==> src/design/vsrc_pkg.sv <==
// Shared constants and types of the variable-step RC low-pass filter.
`default_nettype none

package vsrc_pkg;

    localparam int FRAC_BITS    = 8;
    localparam int SAMPLE_WIDTH = 16;

    localparam int STATE_W     = SAMPLE_WIDTH + FRAC_BITS;
    localparam int MS_W        = 10;
    localparam int SEC_W       = 16;
    localparam int TIME_W      = 26;
    localparam int RC_W        = 24;
    localparam int MS_PER_SEC  = 1000;
    localparam logic [RC_W-1:0] RC_RESET = RC_W'(408);

    // The fixed-point dt saturates at 2**DTF_W - 1.
    localparam int DTF_W  = 61 - STATE_W;
    localparam int DT_LIM = DTF_W - FRAC_BITS;
    localparam int DEN_W  = ((DTF_W > RC_W) ? DTF_W : RC_W) + 1;

    localparam int ACC_W    = 64;
    localparam int Q_W      = STATE_W;
    localparam int MAX_STEP = (RC_W > Q_W) ? RC_W : Q_W;
    localparam int CNT_W    = $clog2(MAX_STEP);

    typedef struct packed {
        logic                      start;
        logic signed [ACC_W-1:0]   addend;
        logic signed [STATE_W-1:0] mcand;
        logic [RC_W-1:0]           mplier;
        logic [DEN_W-1:0]          den;
    } unit_req_t;

    typedef struct packed {
        logic                      done;
        logic signed [STATE_W-1:0] quot;
    } unit_rsp_t;

endpackage

`default_nettype wire

==> src/design/vsrc_if.sv <==
// Handshake interfaces for the sample, result and configuration channels.
`default_nettype none

interface vsrc_in_if;
    import vsrc_pkg::*;

    logic                           valid;
    logic                           ready;
    logic [MS_W-1:0]                time_ms;
    logic [SEC_W-1:0]               time_sec;
    logic signed [SAMPLE_WIDTH-1:0] sample;

    modport source (output valid, time_ms, time_sec, sample, input ready);
    modport sink   (input valid, time_ms, time_sec, sample, output ready);
endinterface

interface vsrc_out_if;
    import vsrc_pkg::*;

    logic                           valid;
    logic                           ready;
    logic signed [SAMPLE_WIDTH-1:0] filtered;

    modport source (output valid, filtered, input ready);
    modport sink   (input valid, filtered, output ready);
endinterface

interface vsrc_cfg_if;
    import vsrc_pkg::*;

    logic            valid;
    logic            ready;
    logic [RC_W-1:0] data;

    modport source (output valid, data, input ready);
    modport sink   (input valid, data, output ready);
endinterface

`default_nettype wire

==> src/design/vsrc_unit.sv <==
// Shared add/subtract unit that runs the shift-add multiply and the restoring divide.
`default_nettype none

module vsrc_unit (
    input  logic                clk,
    input  logic                rst_n,
    input  vsrc_pkg::unit_req_t req,
    output vsrc_pkg::unit_rsp_t rsp
);
    import vsrc_pkg::*;

    typedef enum logic [4:0] {
        U_IDLE = 5'b00001,
        U_MUL  = 5'b00010,
        U_ABS  = 5'b00100,
        U_DIV  = 5'b01000,
        U_SIGN = 5'b10000
    } ustate_t;

    ustate_t                   state_reg, state_next;
    logic [CNT_W-1:0]          cnt_reg, cnt_next;
    logic signed [ACC_W-1:0]   acc_reg, acc_next;
    logic signed [ACC_W-1:0]   mc_reg, mc_next;
    logic [RC_W-1:0]           mp_reg, mp_next;
    logic [DEN_W-1:0]          den_reg, den_next;
    logic                      neg_reg, neg_next;
    logic signed [STATE_W-1:0] q_reg, q_next;
    logic                      done_reg, done_next;

    logic [ACC_W-1:0] add_a;
    logic [ACC_W-1:0] add_b;
    logic             add_sub;
    logic [ACC_W-1:0] sum;
    logic [DEN_W:0]   div_trial;
    logic             qbit;

    assign div_trial = acc_reg[Q_W+DEN_W-1:Q_W-1];

    always_comb
    begin
        add_a   = '0;
        add_b   = '0;
        add_sub = 1'b0;
        unique case (state_reg)
            U_IDLE:
            begin
                add_a = '0;
            end
            U_MUL:
            begin
                add_a = acc_reg;
                add_b = mp_reg[0] ? mc_reg : '0;
            end
            U_ABS:
            begin
                add_b   = acc_reg;
                add_sub = acc_reg[ACC_W-1];
            end
            U_DIV:
            begin
                add_a   = ACC_W'(div_trial);
                add_b   = ACC_W'(den_reg);
                add_sub = 1'b1;
            end
            U_SIGN:
            begin
                add_b   = ACC_W'(acc_reg[Q_W-1:0]);
                add_sub = neg_reg;
            end
            default:
            begin
                add_a = '0;
            end
        endcase
    end

    assign sum  = add_a + (add_sub ? ~add_b : add_b) + ACC_W'(add_sub);
    assign qbit = ~sum[ACC_W-1];

    always_comb
    begin
        state_next = state_reg;
        cnt_next   = cnt_reg;
        acc_next   = acc_reg;
        mc_next    = mc_reg;
        mp_next    = mp_reg;
        den_next   = den_reg;
        neg_next   = neg_reg;
        q_next     = q_reg;
        done_next  = 1'b0;
        unique case (state_reg)
            U_IDLE:
            begin
                if (req.start)
                begin
                    acc_next   = req.addend;
                    mc_next    = ACC_W'(req.mcand);
                    mp_next    = req.mplier;
                    den_next   = req.den;
                    cnt_next   = '0;
                    state_next = U_MUL;
                end
            end
            U_MUL:
            begin
                acc_next = sum;
                mc_next  = mc_reg <<< 1;
                mp_next  = mp_reg >> 1;
                cnt_next = cnt_reg + CNT_W'(1);
                if (cnt_reg == CNT_W'(RC_W - 1))
                begin
                    state_next = U_ABS;
                end
            end
            U_ABS:
            begin
                neg_next   = acc_reg[ACC_W-1];
                acc_next   = sum;
                cnt_next   = '0;
                state_next = U_DIV;
            end
            U_DIV:
            begin
                acc_next[Q_W+DEN_W-1:Q_W] = qbit ? sum[DEN_W-1:0]
                                                 : acc_reg[Q_W+DEN_W-2:Q_W-1];
                acc_next[Q_W-1:0] = {acc_reg[Q_W-2:0], qbit};
                cnt_next = cnt_reg + CNT_W'(1);
                if (cnt_reg == CNT_W'(Q_W - 1))
                begin
                    state_next = U_SIGN;
                end
            end
            U_SIGN:
            begin
                q_next     = sum[STATE_W-1:0];
                done_next  = 1'b1;
                state_next = U_IDLE;
            end
            default:
            begin
                state_next = U_IDLE;
            end
        endcase
    end

    always_ff @(posedge clk or negedge rst_n)
    begin
        if (!rst_n)
        begin
            state_reg <= U_IDLE;
            cnt_reg   <= '0;
            done_reg  <= 1'b0;
        end
        else
        begin
            state_reg <= state_next;
            cnt_reg   <= cnt_next;
            done_reg  <= done_next;
        end
    end

    always_ff @(posedge clk)
    begin
        acc_reg <= acc_next;
        mc_reg  <= mc_next;
        mp_reg  <= mp_next;
        den_reg <= den_next;
        neg_reg <= neg_next;
        q_reg   <= q_next;
    end

    assign rsp.done = done_reg;
    assign rsp.quot = q_reg;

endmodule

`default_nettype wire

==> src/design/variable_step_rc_low_pass.sv <==
// Top level of the variable-step RC low-pass filter.
// Each sample transfer carries a seconds/milliseconds timestamp and a signed sample; the
// block takes dt in ms against the previous timestamp (zero if time runs backward) and
// returns y = (rc_time*y_prev + dt*x)/(rc_time + dt), truncated toward zero, with 8
// fraction bits, delivering the integer part of y. rc_time is in 1/256 ms and resets to
// 408. The shared adder walks one rc_time bit per cycle for the multiply and one quotient
// bit per cycle for the divide. The sample channel is ready only between samples; a
// finished result waits in an output register while the next sample is taken.
`default_nettype none

module variable_step_rc_low_pass (
    input  logic        clk,
    input  logic        rst_n,
    vsrc_cfg_if.sink    cfg,
    vsrc_in_if.sink     samples,
    vsrc_out_if.source  results
);
    import vsrc_pkg::*;

    typedef enum logic [5:0] {
        S_IDLE = 6'b000001,
        S_TIME = 6'b000010,
        S_DT   = 6'b000100,
        S_PROD = 6'b001000,
        S_RUN  = 6'b010000,
        S_LOAD = 6'b100000
    } state_t;

    state_t                         state_reg, state_next;
    logic [MS_W-1:0]                ms_reg, ms_next;
    logic [SEC_W-1:0]               sec_reg, sec_next;
    logic signed [SAMPLE_WIDTH-1:0] x_reg, x_next;
    logic [TIME_W-1:0]              now_reg, now_next;
    logic [TIME_W-1:0]              dt_reg, dt_next;
    logic [TIME_W-1:0]              prev_time_reg, prev_time_next;
    logic signed [STATE_W-1:0]      prev_out_reg, prev_out_next;
    logic [RC_W-1:0]                rc_reg, rc_next;
    logic                           out_valid_reg, out_valid_next;
    logic signed [SAMPLE_WIDTH-1:0] out_data_reg, out_data_next;

    logic                             capped;
    logic [DTF_W-1:0]                 dtf;
    logic [DEN_W-1:0]                 den;
    logic signed [TIME_W+SAMPLE_WIDTH:0] dtx;
    logic signed [ACC_W-1:0]          xe;
    logic signed [ACC_W-1:0]          term2;
    logic                             out_free;

    unit_req_t req;
    unit_rsp_t rsp;

    assign capped = (dt_reg >> DT_LIM) != '0;
    assign dtf    = capped ? '1 : (DTF_W'(dt_reg) << FRAC_BITS);
    assign den    = DEN_W'(rc_reg) + DEN_W'(dtf);
    assign dtx    = $signed({1'b0, dt_reg}) * x_reg;
    assign xe     = ACC_W'(x_reg);
    assign term2  = capped ? (((xe <<< DTF_W) - xe) <<< FRAC_BITS)
                           : (ACC_W'(dtx) <<< (2 * FRAC_BITS));

    assign req.start  = (state_reg == S_PROD) && (den != '0);
    assign req.addend = term2;
    assign req.mcand  = prev_out_reg;
    assign req.mplier = rc_reg;
    assign req.den    = den;

    vsrc_unit u_unit (
        .clk   (clk),
        .rst_n (rst_n),
        .req   (req),
        .rsp   (rsp)
    );

    assign out_free = !out_valid_reg || results.ready;

    always_comb
    begin
        state_next     = state_reg;
        ms_next        = ms_reg;
        sec_next       = sec_reg;
        x_next         = x_reg;
        now_next       = now_reg;
        dt_next        = dt_reg;
        prev_time_next = prev_time_reg;
        prev_out_next  = prev_out_reg;
        rc_next        = rc_reg;
        out_valid_next = out_valid_reg && !results.ready;
        out_data_next  = out_data_reg;

        if (cfg.valid)
        begin
            rc_next = cfg.data;
        end

        unique case (state_reg)
            S_IDLE:
            begin
                if (samples.valid)
                begin
                    ms_next    = samples.time_ms;
                    sec_next   = samples.time_sec;
                    x_next     = samples.sample;
                    state_next = S_TIME;
                end
            end
            S_TIME:
            begin
                now_next   = TIME_W'(TIME_W'(sec_reg) * TIME_W'(MS_PER_SEC)
                                     + TIME_W'(ms_reg));
                state_next = S_DT;
            end
            S_DT:
            begin
                dt_next        = (now_reg >= prev_time_reg) ? (now_reg - prev_time_reg) : '0;
                prev_time_next = now_reg;
                state_next     = S_PROD;
            end
            S_PROD:
            begin
                // With a zero denominator the state is kept as it is.
                state_next = (den != '0) ? S_RUN : S_LOAD;
            end
            S_RUN:
            begin
                if (rsp.done)
                begin
                    prev_out_next = rsp.quot;
                    state_next    = S_LOAD;
                end
            end
            S_LOAD:
            begin
                if (out_free)
                begin
                    out_valid_next = 1'b1;
                    out_data_next  = prev_out_reg[STATE_W-1:FRAC_BITS];
                    state_next     = S_IDLE;
                end
            end
            default:
            begin
                state_next = S_IDLE;
            end
        endcase
    end

    always_ff @(posedge clk or negedge rst_n)
    begin
        if (!rst_n)
        begin
            state_reg     <= S_IDLE;
            prev_time_reg <= '0;
            prev_out_reg  <= '0;
            rc_reg        <= RC_RESET;
            out_valid_reg <= 1'b0;
        end
        else
        begin
            state_reg     <= state_next;
            prev_time_reg <= prev_time_next;
            prev_out_reg  <= prev_out_next;
            rc_reg        <= rc_next;
            out_valid_reg <= out_valid_next;
        end
    end

    always_ff @(posedge clk)
    begin
        ms_reg       <= ms_next;
        sec_reg      <= sec_next;
        x_reg        <= x_next;
        now_reg      <= now_next;
        dt_reg       <= dt_next;
        out_data_reg <= out_data_next;
    end

    assign cfg.ready        = 1'b1;
    assign samples.ready    = (state_reg == S_IDLE);
    assign results.valid    = out_valid_reg;
    assign results.filtered = out_data_reg;

`ifndef SYNTHESIS
    a_accept_starts: assert property (@(posedge clk) disable iff (!rst_n)
        (samples.valid && samples.ready) |=> (state_reg == S_TIME))
        else $error("A sample transfer did not start the timestamp step.");

    a_done_in_run: assert property (@(posedge clk) disable iff (!rst_n)
        rsp.done |-> (state_reg == S_RUN))
        else $error("The arithmetic unit finished while the sequencer was not waiting.");

    a_done_loads: assert property (@(posedge clk) disable iff (!rst_n)
        (state_reg == S_RUN && rsp.done) |=> (state_reg == S_LOAD
                                               && prev_out_reg == $past(rsp.quot)))
        else $error("The quotient was not taken into the filter state.");

    a_rose_from_load: assert property (@(posedge clk) disable iff (!rst_n)
        $rose(out_valid_reg) |-> $past(state_reg == S_LOAD))
        else $error("A result appeared outside the load step.");
`endif

endmodule

`default_nettype wire
==> src/flat_wrapper.sv <==
// flat-port wrapper written by rule: the top's interface ports become plain ports
module variable_step_rc_low_pass_flat import vsrc_pkg::*;
  (clk, rst_n, cfg_valid, cfg_data, cfg_ready, samples_valid, samples_time_ms, samples_time_sec, samples_sample, samples_ready, results_valid, results_filtered, results_ready);
  vsrc_cfg_if cfg_i ();
  vsrc_in_if samples_i ();
  vsrc_out_if results_i ();
  input  logic clk;
  input  logic rst_n;
  input wire logic [$bits(cfg_i.valid)-1:0] cfg_valid;
  input wire logic [$bits(cfg_i.data)-1:0] cfg_data;
  output wire logic [$bits(cfg_i.ready)-1:0] cfg_ready;
  input wire logic [$bits(samples_i.valid)-1:0] samples_valid;
  input wire logic [$bits(samples_i.time_ms)-1:0] samples_time_ms;
  input wire logic [$bits(samples_i.time_sec)-1:0] samples_time_sec;
  input wire logic [$bits(samples_i.sample)-1:0] samples_sample;
  output wire logic [$bits(samples_i.ready)-1:0] samples_ready;
  output wire logic [$bits(results_i.valid)-1:0] results_valid;
  output wire logic [$bits(results_i.filtered)-1:0] results_filtered;
  input wire logic [$bits(results_i.ready)-1:0] results_ready;
  assign cfg_i.valid = cfg_valid;
  assign cfg_i.data = cfg_data;
  assign cfg_ready = cfg_i.ready;
  assign samples_i.valid = samples_valid;
  assign samples_i.time_ms = samples_time_ms;
  assign samples_i.time_sec = samples_time_sec;
  assign samples_i.sample = samples_sample;
  assign samples_ready = samples_i.ready;
  assign results_valid = results_i.valid;
  assign results_filtered = results_i.filtered;
  assign results_i.ready = results_ready;
  variable_step_rc_low_pass u_core (.clk(clk), .rst_n(rst_n), .cfg(cfg_i), .samples(samples_i), .results(results_i));
endmodule
==> config.mk <==
export PLATFORM = sky130hd
export DESIGN_NAME = variable_step_rc_low_pass_flat
export DESIGN_NICKNAME = d
export VERILOG_FILES = /design/src/design/vsrc_pkg.sv /design/src/design/vsrc_if.sv /design/src/design/vsrc_unit.sv /design/src/design/variable_step_rc_low_pass.sv /design/src/flat_wrapper.sv
export SDC_FILE = /design/constraint.sdc
export NUM_CORES = 2
export LEC_CHECK = 0
export ABC_AREA = 1
export BUFFER_PORTS_ARGS = -buffer_cell sky130_fd_sc_hd__clkbuf_2
export CAP_MARGIN = 15
export CORE_UTILIZATION = 40
export CTS_CLUSTER_DIAMETER = 40
export DETAILED_ROUTE_END_ITERATION = 8
export GPL_TIMING_DRIVEN = 0
export PLACE_DENSITY_LB_ADDON = 0.08
export SLEW_MARGIN = 20
export SYNTH_ARGS = -nofsm -noshare
export SYNTH_HDL_FRONTEND = slang
export SYNTH_SLANG_ARGS = --single-unit
==> constraint.sdc <==
create_clock -name clk -period 11.2 [get_ports clk]
set_input_delay 1.12 -clock clk [delete_from_list [all_inputs] [get_ports clk]]
set_output_delay 1.12 -clock clk [all_outputs]
set_load 0.02 [all_outputs]
# [Word level (Yosys, flattened, before mapping)]
# Index checks and enable logic that the tools add are counted.
[op_classes] n_lt_le_gt_ge=1 multipliers=2 eq_ne=18 mux=27 bitwise_logic=2 div=0 n_reduce_logical=22 n_addsub=6 n_shift=0
[ops] op="2-to-1 mux 64 bit" count=4
[ops] op="case mux 64 bit (2 select lines)" count=2
[ops] op="case mux 64 bit (4 select lines)" count=1
[ops] op="case mux 62 bit (3 select lines)" count=1
[ops] op="adder 64 x 1 -> 64 bit" count=1
[ops] op="adder 64 bit" count=1
[ops] op="NOT 64 bit" count=1
[ops] op="case mux 24 bit (2 select lines)" count=1
[ops] op="multiplier 27 x 16 -> 43 bit" count=1
[ops] op="2-to-1 mux 38 bit" count=1
[ops] op="nonzero test 38 bit" count=1
[ops] op="case mux 6 bit (6 select lines)" count=1
[ops] op="adder 24 x 34 -> 35 bit" count=1
[ops] op="adder 26 x 10 -> 26 bit" count=1
[ops] op="greater-or-equal comparator 26 bit" count=1
[ops] op="subtractor 26 bit" count=1
[ops] op="2-to-1 mux 24 bit" count=1
[ops] op="2-to-1 mux 6 bit" count=4
[ops] op="multiplier 16 x 7 -> 23 bit (second input constant)" count=1
[ops] op="2-to-1 mux 5 bit" count=4
[ops] op="case mux 5 bit (4 select lines)" count=1
[ops] op="AND reduction 2 bit" count=8
[ops] op="case mux 5 bit (3 select lines)" count=1
[ops] op="equality test 5 bit (second input constant)" count=2
[ops] op="other kinds (24)" count=36
[totals] latch_bits=0 ram_bits=0 elab_cells=99 regBits=417 n_memories=0 mem_bits_ro=0 input_bits=71

# [Longest topological paths before layout]
[depth] depth_word=8 mapped_depth=34 mapped_depth_nobuf=32

# [Cells and area by module]
# A second synthesis with hierarchy kept.
[hier_totals] hier_cells=5506 area_unflattened_um2=43762.0
[modules_own_cells] mod="variable_step_rc_low_pass" area_each_um2=27687.8 cells_per_inst=3446 n_inst=1
[modules_own_cells] mod="vsrc_unit" area_each_um2=16074.2 cells_per_inst=2060 n_inst=1

# [Worst setup path after synthesis]
# OpenSTA, ideal clock, no wires.
[synth_path] kind="register -> register" from="register u_core.dt_reg[24]" to="register u_core.u_unit.acc_reg[60], data pin" setup_ps=252 arrival_ps=5959 t_required_ps=10948 stages_incl_launch_ff=30 setup_slack_ps=4989 path_cell_list="edfxtp_1 -> clkbuf_1 -> clkbuf_1 -> nand2_1 -> fa_1 -> inv_1 -> fa_1 -> inv_1 -> fa_1 -> inv_1 -> fa_1 -> fa_1 -> inv_1 -> fa_1 -> inv_1 -> ha_1 -> nand2_1 -> nor2_1 -> inv_1 -> nor2_1 -> and3_1 -> nand2_1 -> nand3_1 -> a31oi_1 -> o21bai_1 -> or2_2 -> nand3_1 -> o21ai_0 -> inv_1 -> nand2_1"
[synth_via] elab_chain_len=3
[synth_rtl] item="from (decl)" line="variable_step_rc_low_pass.sv:34" source="logic [TIME_W-1:0] dt_reg, dt_next;"
[synth_rtl] item="from (signal assigned)" line="variable_step_rc_low_pass.sv:172" source="dt_reg <= dt_next;"
[synth_rtl] item="multiplier 27 x 16 -> 43 bit" line="variable_step_rc_low_pass.sv:55" source="assign dtx = $signed({1'b0, dt_reg}) * x_reg;"
[synth_rtl] item="2-to-1 mux 64 bit" line="vsrc_unit.sv:94" source="if (req.start)"
[synth_rtl] item="case mux 62 bit (3 select lines)" line="vsrc_unit.sv:91" source="unique case (state_reg)"
[synth_rtl] item="net u_core.u_unit.acc_next[60]" line="vsrc_unit.sv:22" source="logic signed [ACC_W-1:0] acc_reg, acc_next;"
[synth_rtl] item="to (signal assigned)" line="vsrc_unit.sv:164" source="acc_reg <= acc_next;"
[synth_rtl] item="to (decl)" line="vsrc_unit.sv:22"
# The timed path passes the listed nets, and every way through them passes these cells. The select of a mux whose other input is x is not followed.
# A chain may end at the register's enable or synchronous reset.

# [Final worst setup path]
[layout_path] from="register u_core.x_reg[2]" to="register u_core.u_unit.acc_reg[61], data pin"
[layout_via] elab_chain_len=3
[layout_rtl] item="from (decl)" line="variable_step_rc_low_pass.sv:32" source="logic signed [SAMPLE_WIDTH-1:0] x_reg, x_next;"
[layout_rtl] item="from (signal assigned)" line="variable_step_rc_low_pass.sv:170" source="x_reg <= x_next;"
[layout_rtl] item="multiplier 27 x 16 -> 43 bit" line="variable_step_rc_low_pass.sv:55"
[layout_rtl] item="2-to-1 mux 64 bit" line="vsrc_unit.sv:94"
[layout_rtl] item="case mux 62 bit (3 select lines)" line="vsrc_unit.sv:91"
[layout_rtl] item="net u_core.u_unit.acc_next[61]" line="vsrc_unit.sv:22"
# The timed path passes the listed nets, and every way through them passes these cells. The select of a mux whose other input is x is not followed.

==> results_dict.tcl <==
set metrics [dict create \
    cts.sinks 414 \
    synth_top_area_share 0.2274 \
    die_w_um 328.0 \
    numPortBuffers 87 \
    cts_made_buffers 76 \
    drt_first_pass_iters 6 \
    cp_max_fo 10 \
    grt_pass1_wl_um 217300 \
    synthesis.nets 5968 \
    yosysWarnings 0 \
    synth_edf_count 322 \
    synth_area_per_cell_um2 8.178 \
    syn_area_um2 42520 \
    critPathArrivalTime_ns 8.41 \
    antenna_found_initial 4 \
    worst-setup-path-type "flop to flop" \
    clk_pin_slew_ns 0.06 \
    r2r_setup_slack_ns 3.19 \
    routedWlPerCell_um 21.10 \
    fin_setup_tns_ns 0 \
    overflow 0 \
    ant_nets 0 \
    final_hold_viol_count 0 \
    gp_congestion 0.9790 \
    setup.worst_path.end_class "flop" \
    drt_iter0_drc 2577 \
    grt_pass1_vias 35140 \
    start_util 0.4039 \
    root_buffer "clkbuf_16" \
    r2r_start "u_core.x_reg[2]$_DFFE_PP_" \
    synth_cell_types 62 \
    synth_cells 5199 \
    r2r_end "u_core.u_unit.acc_reg[61]$_DFFE_PP_" \
    viasPerCell 5.120 \
    synth_flop_cell "edfxtp_1" \
    drv_slew 0 \
    yosysMostFrequentCell "nand2_1" \
    rows 119 \
    max_cap_violations 0 \
    yosysSeqAreaShare 0.2817 \
    cts.htree.levels 3 \
    setup_viol 0 \
    layout-drive-gt1-share 0.06481 \
    clkLatencyLatePin_ns 0.66 \
    core-area_um2 105300 \
    dp_hpwl_um 117900 \
    cp-start-kind "flop" \
    synth_common_cells "1156 x nand2_1, 1153 x inv_1, 392 x fa_1" \
    grt_use_total 0.2706 \
    route.vias.total 34940 \
    synth-seq-cells 414 \
    yosysTopAreaCell "edfxtp_1" \
    num_io_pins 90 \
    post-cts-setup-buffers 0 \
    die-area_um2 107600 \
    status "completed" \
    cts_hold_buf 0 \
    synth_area_leaders "edfxtp_1 23%, fa_1 18%, nand2_1 10%" \
    synthArstFlopShare 0.2222 \
    area_delta_synth_final_pct 11.61 \
    fin_crit_sh 0.7155 \
    min_period_ns 8.013 \
    grt_max_degree 79 \
    cts_buffer_depth 3 \
    grt_setup_unrepaired "no" \
    cp.required_ns 11.60 \
    drt_wl_total_um 144000 \
    postCtsResizedCells 0 \
    hp-class "input port to asynchronous set/reset pin" \
    relSlewSlack 0.2582 \
    fin_skew_ns 0.03712 \
    cts_tree "yes" \
    fmax_mhz 124.8 \
    tightest_slew_ns 1.113 \
    nets 6139 \
    post-route-drc-count 0 \
    reg2reg_depth 27 \
    fp.dieH_um 328.0 \
]
==> placed cells by master, fill, tap and decap left out, drive strengths merged, types with 17 or more instances in the layout <==
| cell | instances |
|---|---|
| or2 | 17 |
| buf | 32 |
| xnor2 | 51 |
| clkinv | 26 |
| xor2 | 150 |
| o32ai | 28 |
| nand4 | 29 |
| nor2 | 320 |
| nand3 | 135 |
| dfrtp | 86 |
| o221ai | 30 |
| clkbuf | 338 |
| o22ai | 53 |
| a21oi | 236 |
| mux2 | 23 |
| a21o | 21 |
| inv | 1170 |
| a31oi | 36 |
| nand2 | 1192 |
| ha | 306 |
| o21ai | 277 |
| nor3 | 36 |
| fa | 392 |
| edfxtp | 322 |
==> how the worst max path moves through the flow <==
stage | startpoint | endpoint | slack (ns) | cells after the start
CTS | u_core.dt_reg[1]$_SDFFCE_PN0P_ | u_core.u_unit.acc_reg[61]$_DFFE_PP_ | 3.18 | 26
global placement | u_core.dt_reg[1]$_SDFFCE_PN0P_ | u_core.u_unit.mp_reg[19]$_DFFE_PP_ | 2.69 | 18
finish | u_core.x_reg[2]$_DFFE_PP_ | u_core.u_unit.acc_reg[61]$_DFFE_PP_ | 3.19 | 27
floorplan | u_core.dt_reg[24]$_SDFFCE_PN0P_ | u_core.u_unit.acc_reg[60]$_DFFE_PP_ | 4.99 | 29
global route | u_core.dt_reg[16]$_SDFFCE_PN0P_ | u_core.u_unit.acc_reg[61]$_DFFE_PP_ | 2.88 | 26
detailed placement | u_core.dt_reg[1]$_SDFFCE_PN0P_ | u_core.u_unit.acc_reg[61]$_DFFE_PP_ | 3.19 | 26
==> critical path: stages, from the launching register on <==
cell and delay [ns]:
edfxtp_1 0.32, clkbuf_1 0.61, clkbuf_1 0.71, nand2_1 0.17
fa_1 0.54, fa_1 0.58, fa_1 0.53, inv_1 0.05
fa_1 0.52, fa_1 0.50, inv_1 0.05, fa_1 0.48
inv_1 0.11, ha_1 0.38, nand2_1 0.19, nor2_1 0.07
inv_1 0.07, nor2_1 0.06, and3_1 0.14, nand2_1 0.06
nand3_1 0.22, a31oi_1 0.40, o21bai_1 0.19, or2_2 0.32
nand3_1 0.21, o21ai_0 0.13, inv_1 0.07, nand2_1 0.05
==> through the flow <==
stage	util	std cells	setup slack (ns)	hold slack, ns	cell area [µm²]
6_report	0.4508	6823	3.187	0.3158	47460
3_3_place_gp	0.4246	6677	2.687	0.4036	44700
2_1_floorplan	-	5199	4.989	0.4003	42520
5_1_grt	0.4508	6822	2.885	0.2996	47450
4_1_cts	0.4508	6822	3.177	0.2841	47450
3_5_place_dp	0.4263	6683	3.186	0.4088	44880
==> routing by layer <==
layer	GRT usage	share of wire	vias to the layer above
met1	0.3591	0.44	16940
met2	0.4455	0.46	1042
li1	-	-	16700
met4	0.1039	0.042	6
met5	0	0.00030	-
met3	0.03883	0.059	251
==> cells by family after synthesis <==
logic type               after synthesis  share of synthesized area
buffers and inverters               1354                     0.1221
multiplexers                          23                   0.006091
flip-flops                           414                     0.2817
other                                  1                 0.00008819
adder cells (fa/ha/maj)              698                     0.2746
AO/OA/AOI/OAI                        751                     0.1019
XOR/XNOR                             201                    0.04140
AND/OR/NAND/NOR                     1757                     0.1721
==> cell type report <==
class / instances / area, µm²
Antenna cell: 1 / 2.502
Buffer: 194 / 838.3
Clock buffer: 87 / 1953
Clock inverter: 52 / 619.3
Fill cell: 10600 / 57810
Inverter: 1160 / 4354
Multi-Input combinational cell: 3431 / 25380
Sequential cell: 414 / 11980
Tap cell: 1391 / 1740
Timing Repair Buffer: 93 / 586.8
Power is left out: the tool's default activity adds up to more than one toggle a clock period on the data nets, which glitch-free logic cannot reach.
